**config.mk**
```make
export PLATFORM = sky130hd
export DESIGN_NAME = keypad_scanner_event_fifo
export DESIGN_NICKNAME = d
export VERILOG_FILES = /design/src/hw/rtl/kse_pkg.sv /design/src/hw/rtl/kse_scan.sv /design/src/hw/rtl/kse_fifo.sv /design/src/hw/rtl/keypad_scanner_event_fifo.sv
export SDC_FILE = /design/constraint.sdc
export NUM_CORES = 1
export LEC_CHECK = 0
export ABC_CLOCK_PERIOD_IN_PS = 3870
export BUFFER_PORTS_ARGS = -buffer_cell sky130_fd_sc_hd__buf_2
export CAP_MARGIN = 10
export CORE_MARGIN = 2
export CORE_UTILIZATION = 25
export DETAILED_ROUTE_END_ITERATION = 8
export HOLD_SLACK_MARGIN = 0.05
export MAX_ROUTING_LAYER = met4
export PLACE_DENSITY = 0.4
export SYNTH_ARGS = -nofsm -noshare
export SYNTH_HDL_FRONTEND = slang
export SYNTH_SLANG_ARGS = --single-unit
```
**constraint.sdc**
```tcl
create_clock -name clock -period 3.87 [get_ports clock]
set_input_delay 0.387 -clock clock [delete_from_list [all_inputs] [get_ports clock]]
set_output_delay 0.387 -clock clock [all_outputs]
set_load 0.02 [all_outputs]
```
**src/hw/rtl/kse_pkg.sv**
```systemverilog
// kse_pkg: shared types, request codes and keymap for the keypad scanner
// with event queue; used by kse_scan, kse_fifo and the top level
`timescale 1ns / 1ps

package kse_pkg;

   // request codes
   localparam logic [1:0] REQ_TICK   = 2'd0;
   localparam logic [1:0] REQ_SAMPLE = 2'd1;
   localparam logic [1:0] REQ_POP    = 2'd2;

   // default queue depth, one entry always left free
   localparam int QUEUE_DEPTH_DEF = 32;

   // column register value while no column is driven
   localparam logic [2:0] NO_COLUMN = 3'd4;

   // characters indexed by column*4+row, first character at index 0
   localparam logic [127:0] KEY_MAP = "DCBA#9630852*741";

   // one event headed for the queue
   typedef struct packed {
      logic       valid;
      logic       pressed;
      logic [7:0] chr;
   } kse_push_type;

   // ascii code of the key at matrix index idx
   function automatic logic [7:0] key_char(input logic [3:0] idx);
      logic [6:0] base;
      base = {~idx, 3'b000};
      return KEY_MAP[base +: 8];
   endfunction

endpackage

```
**src/hw/rtl/kse_scan.sv**
```systemverilog
// kse_scan: column counter and pressed marks, walks one row a cycle on a sample
// depends on kse_pkg
`timescale 1ns / 1ps

module kse_scan (
   input  logic                 clock,
   input  logic                 reset,
   input  logic                 start_tick,
   input  logic                 start_sample,
   input  logic [3:0]           rows,
   output logic                 busy,
   output logic [3:0]           col_drive_next,
   output kse_pkg::kse_push_type push
);
   import kse_pkg::*;

   typedef enum logic [1:0] {
      ST_IDLE = 2'b01,
      ST_SCAN = 2'b10
   } scan_state_type;

   scan_state_type state_ff, state_in;
   logic [2:0]     col_ff, col_in;
   logic [1:0]     row_ff, row_in;
   logic [3:0]     rows_ff;
   logic [15:0]    key_down_ff, key_down_in;
   logic [3:0]     key_idx;
   logic           level;

   // current matrix position and sampled level
   assign key_idx = {col_ff[1:0], row_ff};
   assign level   = rows_ff[row_ff];

   // column advance on a tick, with wrap
   always_comb begin
      col_in = col_ff;
      if (start_tick) begin
         col_in = (col_ff >= 3'd3) ? 3'd0 : col_ff + 3'd1;
      end
   end

   // one-hot drive after this request, all zero while no column is driven
   assign col_drive_next = col_in[2] ? 4'b0000 : (4'b0001 << col_in[1:0]);

   // scan sequencer
   always_comb begin
      state_in    = state_ff;
      row_in      = row_ff;
      key_down_in = key_down_ff;
      push.valid   = 1'b0;
      push.pressed = level;
      push.chr     = key_char(key_idx);
      case (state_ff)
         ST_IDLE: begin
            if (start_sample && !col_ff[2]) begin
               state_in = ST_SCAN;
               row_in   = 2'd0;
            end
         end
         ST_SCAN: begin
            if (level != key_down_ff[key_idx]) begin
               key_down_in[key_idx] = level;
               push.valid           = 1'b1;
            end
            row_in = row_ff + 2'd1;
            if (row_ff == 2'd3) begin
               state_in = ST_IDLE;
            end
         end
         default: begin
            state_in = ST_IDLE;
         end
      endcase
   end

   assign busy = (state_ff == ST_SCAN);

   // control registers
   always_ff @(posedge clock) begin
      if (reset) begin
         state_ff    <= ST_IDLE;
         col_ff      <= NO_COLUMN;
         row_ff      <= 2'd0;
         key_down_ff <= '0;
      end else begin
         state_ff    <= state_in;
         col_ff      <= col_in;
         row_ff      <= row_in;
         key_down_ff <= key_down_in;
      end
   end

   // sampled row levels
   always_ff @(posedge clock) begin
      if (start_sample) begin
         rows_ff <= rows;
      end
   end

endmodule

```
**src/hw/rtl/kse_fifo.sv**
```systemverilog
// kse_fifo: ring queue of key events in a synchronous memory, registered read
// depends on kse_pkg
`timescale 1ns / 1ps

module kse_fifo #(
   parameter int QUEUE_DEPTH = kse_pkg::QUEUE_DEPTH_DEF
) (
   input  logic                  clock,
   input  logic                  reset,
   input  kse_pkg::kse_push_type push,
   input  logic                  pop_go,
   output logic                  pop_hit,
   output logic                  rd_pressed,
   output logic [7:0]            rd_char
);
   import kse_pkg::*;

   localparam int AW = (QUEUE_DEPTH > 1) ? $clog2(QUEUE_DEPTH) : 1;
   localparam logic [AW-1:0] LAST = AW'(QUEUE_DEPTH - 1);

   logic [8:0]    mem [QUEUE_DEPTH];
   logic [8:0]    rdata_ff;
   logic [AW-1:0] wp_ff, wp_in, wp_next;
   logic [AW-1:0] rp_ff, rp_in, rp_next;
   logic          wr_en;

   // wrapped successors
   assign wp_next = (wp_ff == LAST) ? '0 : wp_ff + AW'(1);
   assign rp_next = (rp_ff == LAST) ? '0 : rp_ff + AW'(1);

   // push dropped when the queue is full
   assign wr_en   = push.valid && (wp_next != rp_ff);
   assign pop_hit = (wp_ff != rp_ff);

   // pointer updates
   always_comb begin
      wp_in = wr_en ? wp_next : wp_ff;
      rp_in = (pop_go && pop_hit) ? rp_next : rp_ff;
   end

   always_ff @(posedge clock) begin
      if (reset) begin
         wp_ff <= '0;
         rp_ff <= '0;
      end else begin
         wp_ff <= wp_in;
         rp_ff <= rp_in;
      end
   end

   // event store write port
   always_ff @(posedge clock) begin
      if (wr_en) begin
         mem[wp_ff] <= {push.pressed, push.chr};
      end
   end

   // event store read port, data held until the next pop
   always_ff @(posedge clock) begin
      if (pop_go && pop_hit) begin
         rdata_ff <= mem[rp_ff];
      end
   end

   assign rd_pressed = rdata_ff[8];
   assign rd_char    = rdata_ff[7:0];

endmodule

```
**src/hw/rtl/keypad_scanner_event_fifo.sv**
```systemverilog
// keypad_scanner_event_fifo: 4x4 keypad scanner with a queue of press/release events.
// Each response is registered in the read stage, then in the output register.
// Throughput: ticks and pops one per cycle while the response path does not stall;
// a row sample with a driven column holds req_ready low while the scan unit walks
// the rows, with at most one event store write per row.
// Reset clears column, pressed marks and queue pointers; store contents are not cleared.
`timescale 1ns / 1ps

module keypad_scanner_event_fifo #(
   parameter int QUEUE_DEPTH = kse_pkg::QUEUE_DEPTH_DEF
) (
   input  logic       clock,
   input  logic       reset,
   input  logic       req_valid,
   output logic       req_ready,
   input  logic [1:0] req_type,
   input  logic [3:0] req_rows,
   output logic       rsp_valid,
   input  logic       rsp_ready,
   output logic [3:0] rsp_col_drive,
   output logic       rsp_pop_valid,
   output logic       rsp_event_pressed,
   output logic [7:0] rsp_event_char
);
   import kse_pkg::*;

   kse_push_type push;
   logic         accept, s1_adv, busy;
   logic         is_tick, is_sample, is_pop, pop_hit;
   logic [3:0]   col_drive_next;
   logic         rd_pressed;
   logic [7:0]   rd_char;
   logic         s1_valid_ff, s1_valid_in;
   logic         s1_hit_ff;
   logic [3:0]   s1_drive_ff;
   logic         rsp_valid_ff, rsp_valid_in;
   logic [3:0]   rsp_drive_ff;
   logic         rsp_hit_ff, rsp_pressed_ff;
   logic [7:0]   rsp_char_ff;

   // request decode and handshake
   assign s1_adv    = !rsp_valid_ff || rsp_ready;
   assign req_ready = !busy && (!s1_valid_ff || s1_adv);
   assign accept    = req_valid && req_ready;
   assign is_tick   = accept && (req_type == REQ_TICK);
   assign is_sample = accept && (req_type == REQ_SAMPLE);
   assign is_pop    = accept && (req_type == REQ_POP);

   kse_scan u_scan (
      .clock          (clock),
      .reset          (reset),
      .start_tick     (is_tick),
      .start_sample   (is_sample),
      .rows           (req_rows),
      .busy           (busy),
      .col_drive_next (col_drive_next),
      .push           (push)
   );

   kse_fifo #(
      .QUEUE_DEPTH (QUEUE_DEPTH)
   ) u_fifo (
      .clock      (clock),
      .reset      (reset),
      .push       (push),
      .pop_go     (is_pop),
      .pop_hit    (pop_hit),
      .rd_pressed (rd_pressed),
      .rd_char    (rd_char)
   );

   // valid bits of the read stage and the output register
   always_comb begin
      s1_valid_in  = s1_valid_ff;
      rsp_valid_in = rsp_valid_ff;
      if (s1_adv) begin
         rsp_valid_in = s1_valid_ff;
         s1_valid_in  = 1'b0;
      end
      if (accept) begin
         s1_valid_in = 1'b1;
      end
   end

   always_ff @(posedge clock) begin
      if (reset) begin
         s1_valid_ff  <= 1'b0;
         rsp_valid_ff <= 1'b0;
      end else begin
         s1_valid_ff  <= s1_valid_in;
         rsp_valid_ff <= rsp_valid_in;
      end
   end

   // read stage payload, memory data arrives alongside
   always_ff @(posedge clock) begin
      if (accept) begin
         s1_drive_ff <= col_drive_next;
         s1_hit_ff   <= is_pop && pop_hit;
      end
   end

   // output register payload
   always_ff @(posedge clock) begin
      if (s1_adv && s1_valid_ff) begin
         rsp_drive_ff   <= s1_drive_ff;
         rsp_hit_ff     <= s1_hit_ff;
         rsp_pressed_ff <= s1_hit_ff && rd_pressed;
         rsp_char_ff    <= s1_hit_ff ? rd_char : 8'd0;
      end
   end

   assign rsp_valid         = rsp_valid_ff;
   assign rsp_col_drive     = rsp_drive_ff;
   assign rsp_pop_valid     = rsp_hit_ff;
   assign rsp_event_pressed = rsp_pressed_ff;
   assign rsp_event_char    = rsp_char_ff;

endmodule
```
# After elaboration in Yosys (flattened, before gate mapping)
# Memories as Yosys holds them, arrays and structs flattened. A register that Yosys moved wholly into a read port is not among the register bits.
# Index checks and enable logic that the tools add are counted.
totals:
  regBits: 58
  latchBits: 0
  mem_bits_rw: 288
  rom_bits: 0
  input_bits: 10
  out_inout_bits: 16
  word_cells: 84
  memories: 1
memory_table:
  columns: ["memory", "depth", "word_bits", "read_ports", "rd_clocked_by_memory_dff", "write_ports", "line", "rtl"]
  rows:
  - ["u_fifo.mem", 32, 9, 1, 1, 1, "kse_fifo.sv:21", "logic [8:0] mem [QUEUE_DEPTH];"]
op_classes:
  n_addsub: 4
  n_mul: 0
  div_mod_pow: 0
  magnitude_cmp: 4
  n_eq_ne: 12
  shifts: 2
  mux: 22
  n_bitwise: 1
  reduce_logical: 23
op_table:
  columns: ["op", "count"]
  rows:
  - ["variable part select 128 x 8 -> 8 bit (first input constant)", 1]
  - ["bitwise mux 16 bit", 1]
  - ["logical AND 1 bit", 11]
  - ["adder 5 x 1 -> 5 bit (second input constant)", 2]
  - ["equality test 5 bit (second input constant)", 2]
  - ["two-way mux 5 bit", 2]
  - ["inequality test 5 bit", 2]
  - ["two-way mux 1 bit", 9]
  - ["case mux 2 bit (2 select lines)", 2]
  - ["equality test 2 bit (second input constant)", 3]
  - ["two-way mux 2 bit", 3]
  - ["two-way mux 3 bit", 2]
  - ["AND reduction 2 bit", 3]
  - ["less-than comparator 4 x 5 -> 1 bit (second input constant)", 1]
  - ["binary-select mux 1 bit (select 4 bit)", 1]
  - ["demux 1 bit (select 4 bit)", 1]
  - ["equality test 2 x 1 -> 1 bit (second input constant)", 2]
  - ["greater-or-equal comparator 4 x 1 -> 1 bit (second input constant)", 1]
  - ["logical NOT 1 bit", 4]
  - ["inequality test 2 x 1 -> 1 bit (second input constant)", 2]
  - ["inverter 4 bit", 1]
  - ["nonzero test 2 bit", 2]
  - ["left shift 1 x 2 -> 4 bit (first input constant)", 1]
  - ["adder 3 x 1 -> 3 bit (second input constant)", 1]
  - ["7 further kinds", 8]

# Longest topological paths before layout
logic_depth:
  ltp_word: 9
  ltp_mapped: 12
  ltp_nobuf: 9

# Cells and area by module
# From an unflattened synthesis, not the netlist that was laid out.
hier_totals:
  cells_unflattened: 800
  area_unflattened_um2: 14849.2
modules_own_cells:
  columns: ["module", "instances", "cells_per_inst", "area_per_inst_um2", "seq_area_each_um2"]
  rows:
  - ["kse_fifo", 1, 551, 12249.2, 9118.7]
  - ["kse_scan", 1, 203, 1769.2, 580.6]
  - ["keypad_scanner_event_fifo", 1, 46, 830.8, 610.6]

# Least setup slack after synthesis
# OpenSTA, ideal clock, no wires.
synth_path:
  path_type: "reg2reg"
  startpoint: "reg u_scan.col_ff[0]"
  endpoint: "mem u_fifo.mem[11][0], enable pin"
  setup_ns: 0.370
  arrival_time_ns: 2.731
  setup_slack_ns: 0.769
  path_stages_with_launch: 9
  n_path_buf: 2
  period_less_slack_ns: 3.101
  path_cell_list: "dfxtp_1 buf_2 mux4_2 mux4_2 xnor2_2 a311oi_1 buf_4 nand2_2 nor2_1"
synth_via:
  elab_chain_cells: 8
synth_lines:
  columns: ["element", "line", "rtl"]
  rows:
  - ["start, declared", "kse_scan.sv:23", "logic [2:0] col_ff, col_in;"]
  - ["start signal, assigned", "kse_scan.sv:87", "col_ff <= col_in;"]
  - ["binary-select mux 1 bit (select 4 bit)", "kse_scan.sv:61", "if (level != key_down_ff[key_idx]) begin"]
  - ["two-way mux 1 bit (not written as such)", "kse_scan.sv:61", null]
  - ["inequality test 1 bit", "kse_scan.sv:61", null]
  - ["two-way mux 1 bit", "kse_scan.sv:61", null]
  - ["two-way mux 1 bit", "kse_scan.sv:53", "case (state_ff)"]
  - ["logical AND 1 bit", "kse_fifo.sv:32", "assign wr_en = push.valid && (wp_next != rp_ff);"]
  - ["two-way mux 1 bit", "kse_fifo.sv:53", "if (wr_en) begin"]
  - ["two-way mux 1 bit (not written as such)", "kse_fifo.sv:54", "mem[wp_ff] <= {push.pressed, push.chr};"]
  - ["end, declared", "kse_fifo.sv:21", null]
# No other way between the ends. The select of a mux whose other input is x is not followed.

# Worst setup path after layout
layout_path:
  startpoint: "reg u_fifo.wp_ff[0]"
  endpoint: "mem u_fifo.mem[1][0], enable pin"
layout_via:
  elab_chain_cells: 6
layout_lines:
  columns: ["element", "line", "rtl"]
  rows:
  - ["start, declared", "kse_fifo.sv:23", "logic [AW-1:0] wp_ff, wp_in, wp_next;"]
  - ["start signal, assigned", "kse_fifo.sv:46", "wp_ff <= wp_in;"]
  - ["adder 5 x 1 -> 5 bit / equality test 5 bit (equally long branches)", "kse_fifo.sv:28", "assign wp_next = (wp_ff == LAST) ? '0 : wp_ff + AW'(1);"]
  - ["two-way mux 5 bit", "kse_fifo.sv:28", null]
  - ["inequality test 5 bit", "kse_fifo.sv:32", null]
  - ["logical AND 1 bit", "kse_fifo.sv:32", null]
  - ["two-way mux 1 bit", "kse_fifo.sv:53", null]
  - ["two-way mux 1 bit (not written as such)", "kse_fifo.sv:54", null]
# Several ways; a longest one is shown, not always the timed one.

==> qor.yml <==
routing:
  wl_per_cell_um: 21.1
  first_iter_violations: 503
  vias: 6859
  drt_pre_antenna_iters: 4
  ant_nets: 0
  remaining_drc_errors: 0
  wl_um: 32500
  vias_per_cell: 4.45
timing:
  setup_violations: 0
  hold_violations: 0
  fin_skew_ps: 18.2
  min_period_ps: 3420
  slew_headroom_pct: 21.4
  fmax_mhz: 293
  fin_crit_sh_pct: 88.3
  tightest_slew_ps: 1180
  setup_tns_ps: 0
  rsz0062_at_grt: "false"
  drv_slew: 0
clock_tree:
  htreeDepth: 2
  cts_setup_buffers: 0
  clk_root_buffer_cell: "clkbuf_16"
  clk_path_buf_depth: 3
  cts_repair_resize_count: 0
  cts.sinks: 321
  clk_latency_ps: 550
  cts_tree: "yes"
  clk_pin_slew_ps: 60
  cts_buffers: 38
worst_setup_path:
  critical_path_required_ps: 4120
  cp_num_cells: 11
  cp_cell_sequence: "ha_1 > and3_1 > ha_1 > nand2b_1 > mux2_2 > o311ai_0 > a311oi_2 > buf_4 > nand2_2 > nor2_1 > buf_4"
  path_class: "flip-flop to flip-flop"
  critPathSlowestCell: "dfxtp_1"
  cp_num_buf_inv: 2
  max_stage_delay_ps: 470
  crit_family: "simple AND/OR/NAND/NOR gates"
  critPathArrivalTime_ps: 3660
  r2r_cells: 11
  critPathLaunchType: "flip-flop"
  critPathMaxFanout: 9
  crit_path_end_kind: "flip-flop"
logic_synthesis:
  yosysSeqAreaShare_pct: 70.4
  synth.area.top_cells: "edfxtp_1 (65%), mux4_2 (15%), dfxtp_1 (5.3%), nor2_1 (1.9%), ha_1 (1.8%)"
  synth_top_flop_cell: "edfxtp_1"
  synth_area_leader_cell: "edfxtp_1"
  syn_area_per_cell_um2: 17.6
  synth-seq-cells: 321
  synthCells: 749
  synth_cell_type_count: 45
  synth-edff-count: 286
  syn_area_mm2: 0.0132
  syn_nets: 778
  synthArstFlopShare_pct: 0
  yosysWarnings: 0
  synth_top_area_share_pct: 65.1
status:
  outcome: "finished, final reports clean"
die:
  die_x_um: 234
  core-area_mm2: 0.0523
  io_pins: 26
  num_rows: 84
  die_y_um: 234
  initial_core_util_pct: 25.2
  die_area_mm2: 0.0546
power_and_ir_drop:
  power_density_mw_per_mm2: 487
  ir_drop_uv: 253
  switchingPower_w: 0.00150
  power_frac_clock_pct: 49.7
  seq_power_share_pct: 48.9
  power.internal_w: 0.00622
  pwr-share-comb_pct: 1.5
  power.leakage_nw: 5.09
  p_total_w: 0.00771
  swShare_pct: 19.4
place:
  io_buffers: 24
  place.gp.congestion: 0.719
  hpwl_um: 21000
global_route:
  grt_max_degree: 49
  grt-ovfl-total: 0
  grt_pass1_wl_um: 48300
  grt_use_total_pct: 12.5
  grt_pass1_vias: 6944
  antenna_found_initial: 2
layout:
  area_delta_synth_final_pct: 20.3
  fin_nets: 857
  antenna_cells: 0
  layout-drive-gt1-share_pct: 28.9
hold_path:
  hold-path-cell-count: 4
  hold_path.class: "input port to flip-flop"
run:
  drv_cap: 0
## kinds of logic (layout without fill, tap and decap cells)
family                   count (synthesis)  in the layout  share of synthesized area (%)
adder cells (fa/ha/maj)                 19             19                           1.80
flip-flops                             321            321                           70.4
XOR/XNOR                                12             12                          0.958
buffers and inverters                   60            165                           1.87
AO/OA/AOI/OAI                           68             68                           2.90
other                                    1              1                         0.0284
AND/OR/NAND/NOR                        167            167                           5.98
multiplexers                           101            101                           16.0
## per-stage QoR
stage	utilization (%)	hold slack [ps]	instances	worst slack, ps	cell area [um^2]
2_1_floorplan	-	400	749	769	13200
3_3_place_gp	27.7	403	1472	443	14500
3_5_place_dp	27.7	406	1472	448	14500
4_1_cts	30.3	163	1542	435	15900
5_1_grt	30.3	213	1542	269	15900
6_report	30.3	187	1542	454	15900
## cells in the final DEF, fill, tap and decap left out, drive strengths merged, types with 5 or more instances in the layout
master and instances:
mux2 9, a21oi 34, buf 81, dfxtp 35, inv 14, nand2 33, nand3 24, xor2 10
and2 11, nand3b 7, clkinv 12, clkbuf 45, edfxtp 286, nor2 67, o21ai 21, bufinv 8
ha 19, mux4 87, mux2i 5
## worst paths after layout
| path | slack [ps] | to | start |
|---|---|---|---|
| max reg2reg | 450 | u_fifo.mem[1][0] | u_fifo.wp_ff[0] |
| min reg2reg | 420 | rsp_col_drive[2] | s1_drive_ff[2] |
| min | 190 | rsp_valid | rsp_ready |
| max | 450 | u_fifo.mem[1][0] | u_fifo.wp_ff[0] |
## routing by layer
metal	routed length (um)	GRT usage, %
met1	15100	16.9
met2	15500	19.4
met3	1210	2.04
met4	667	3.86
met5	0	-
## worst reg2reg max path: stages (launching register included)
cell and delay (ps):
dfxtp_1 470, ha_1 360, and3_1 210, ha_1 350, nand2b_1 160, mux2_2 150, o311ai_0 140, a311oi_2 420
buf_4 230, nand2_2 200, nor2_1 230, buf_4 210
## area by class of cell
cell class	count	area [um^2]
clock buffers	45	1030
clock inverters	21	308
fillers	5119	36500
inverters	14	52.6
multi-input cells	368	3680
flip-flops and latches	321	9300
well taps	688	861
repair buffers	85	626
## what timing repair did
item,CTS,global route
endpoints found under the setup margin,0,0
endpoints found under the hold margin,4,0
hold buffers,4,0
## power by group through the flow
stage | Combinational (W) | Sequential [W] | Clock (W)
after detailed placement | 0.000114 | 0.00384 | 0
final | 0.000114 | 0.00377 | 0.00383
after global placement | 0.000116 | 0.00384 | 0
after global routing | 0.000127 | 0.00377 | 0.00407
after CTS | 0.000117 | 0.00377 | 0.00393
after floorplan | 0.0000495 | 0.00385 | 0
## synthesized netlist by cell type, drive strengths merged (5+ instances only)
master	count
edfxtp	286
buf	19
o21ai	21
nand3	24
nand2	33
and2	11
ha	19
mux4	87
xor2	10
mux2	9
nor2	67
dfxtp	35
inv	13
mux2i	5
nand3b	7
clkbuf	27
a21oi	34
## state kept, by name, indices dropped and copies added (netlist names), 3 cells and up
name,flops
rsp_col_drive,4
rsp_event_char,7
s1_drive_ff,4
u_fifo.mem,256
u_fifo.rdata_ff,8
u_fifo.rp_ff,5
u_fifo.wp_ff,5
u_scan.col_ff,3
u_scan.key_down_ff,16
u_scan.rows_ff,4
Power figures use the tool's default switching activity.
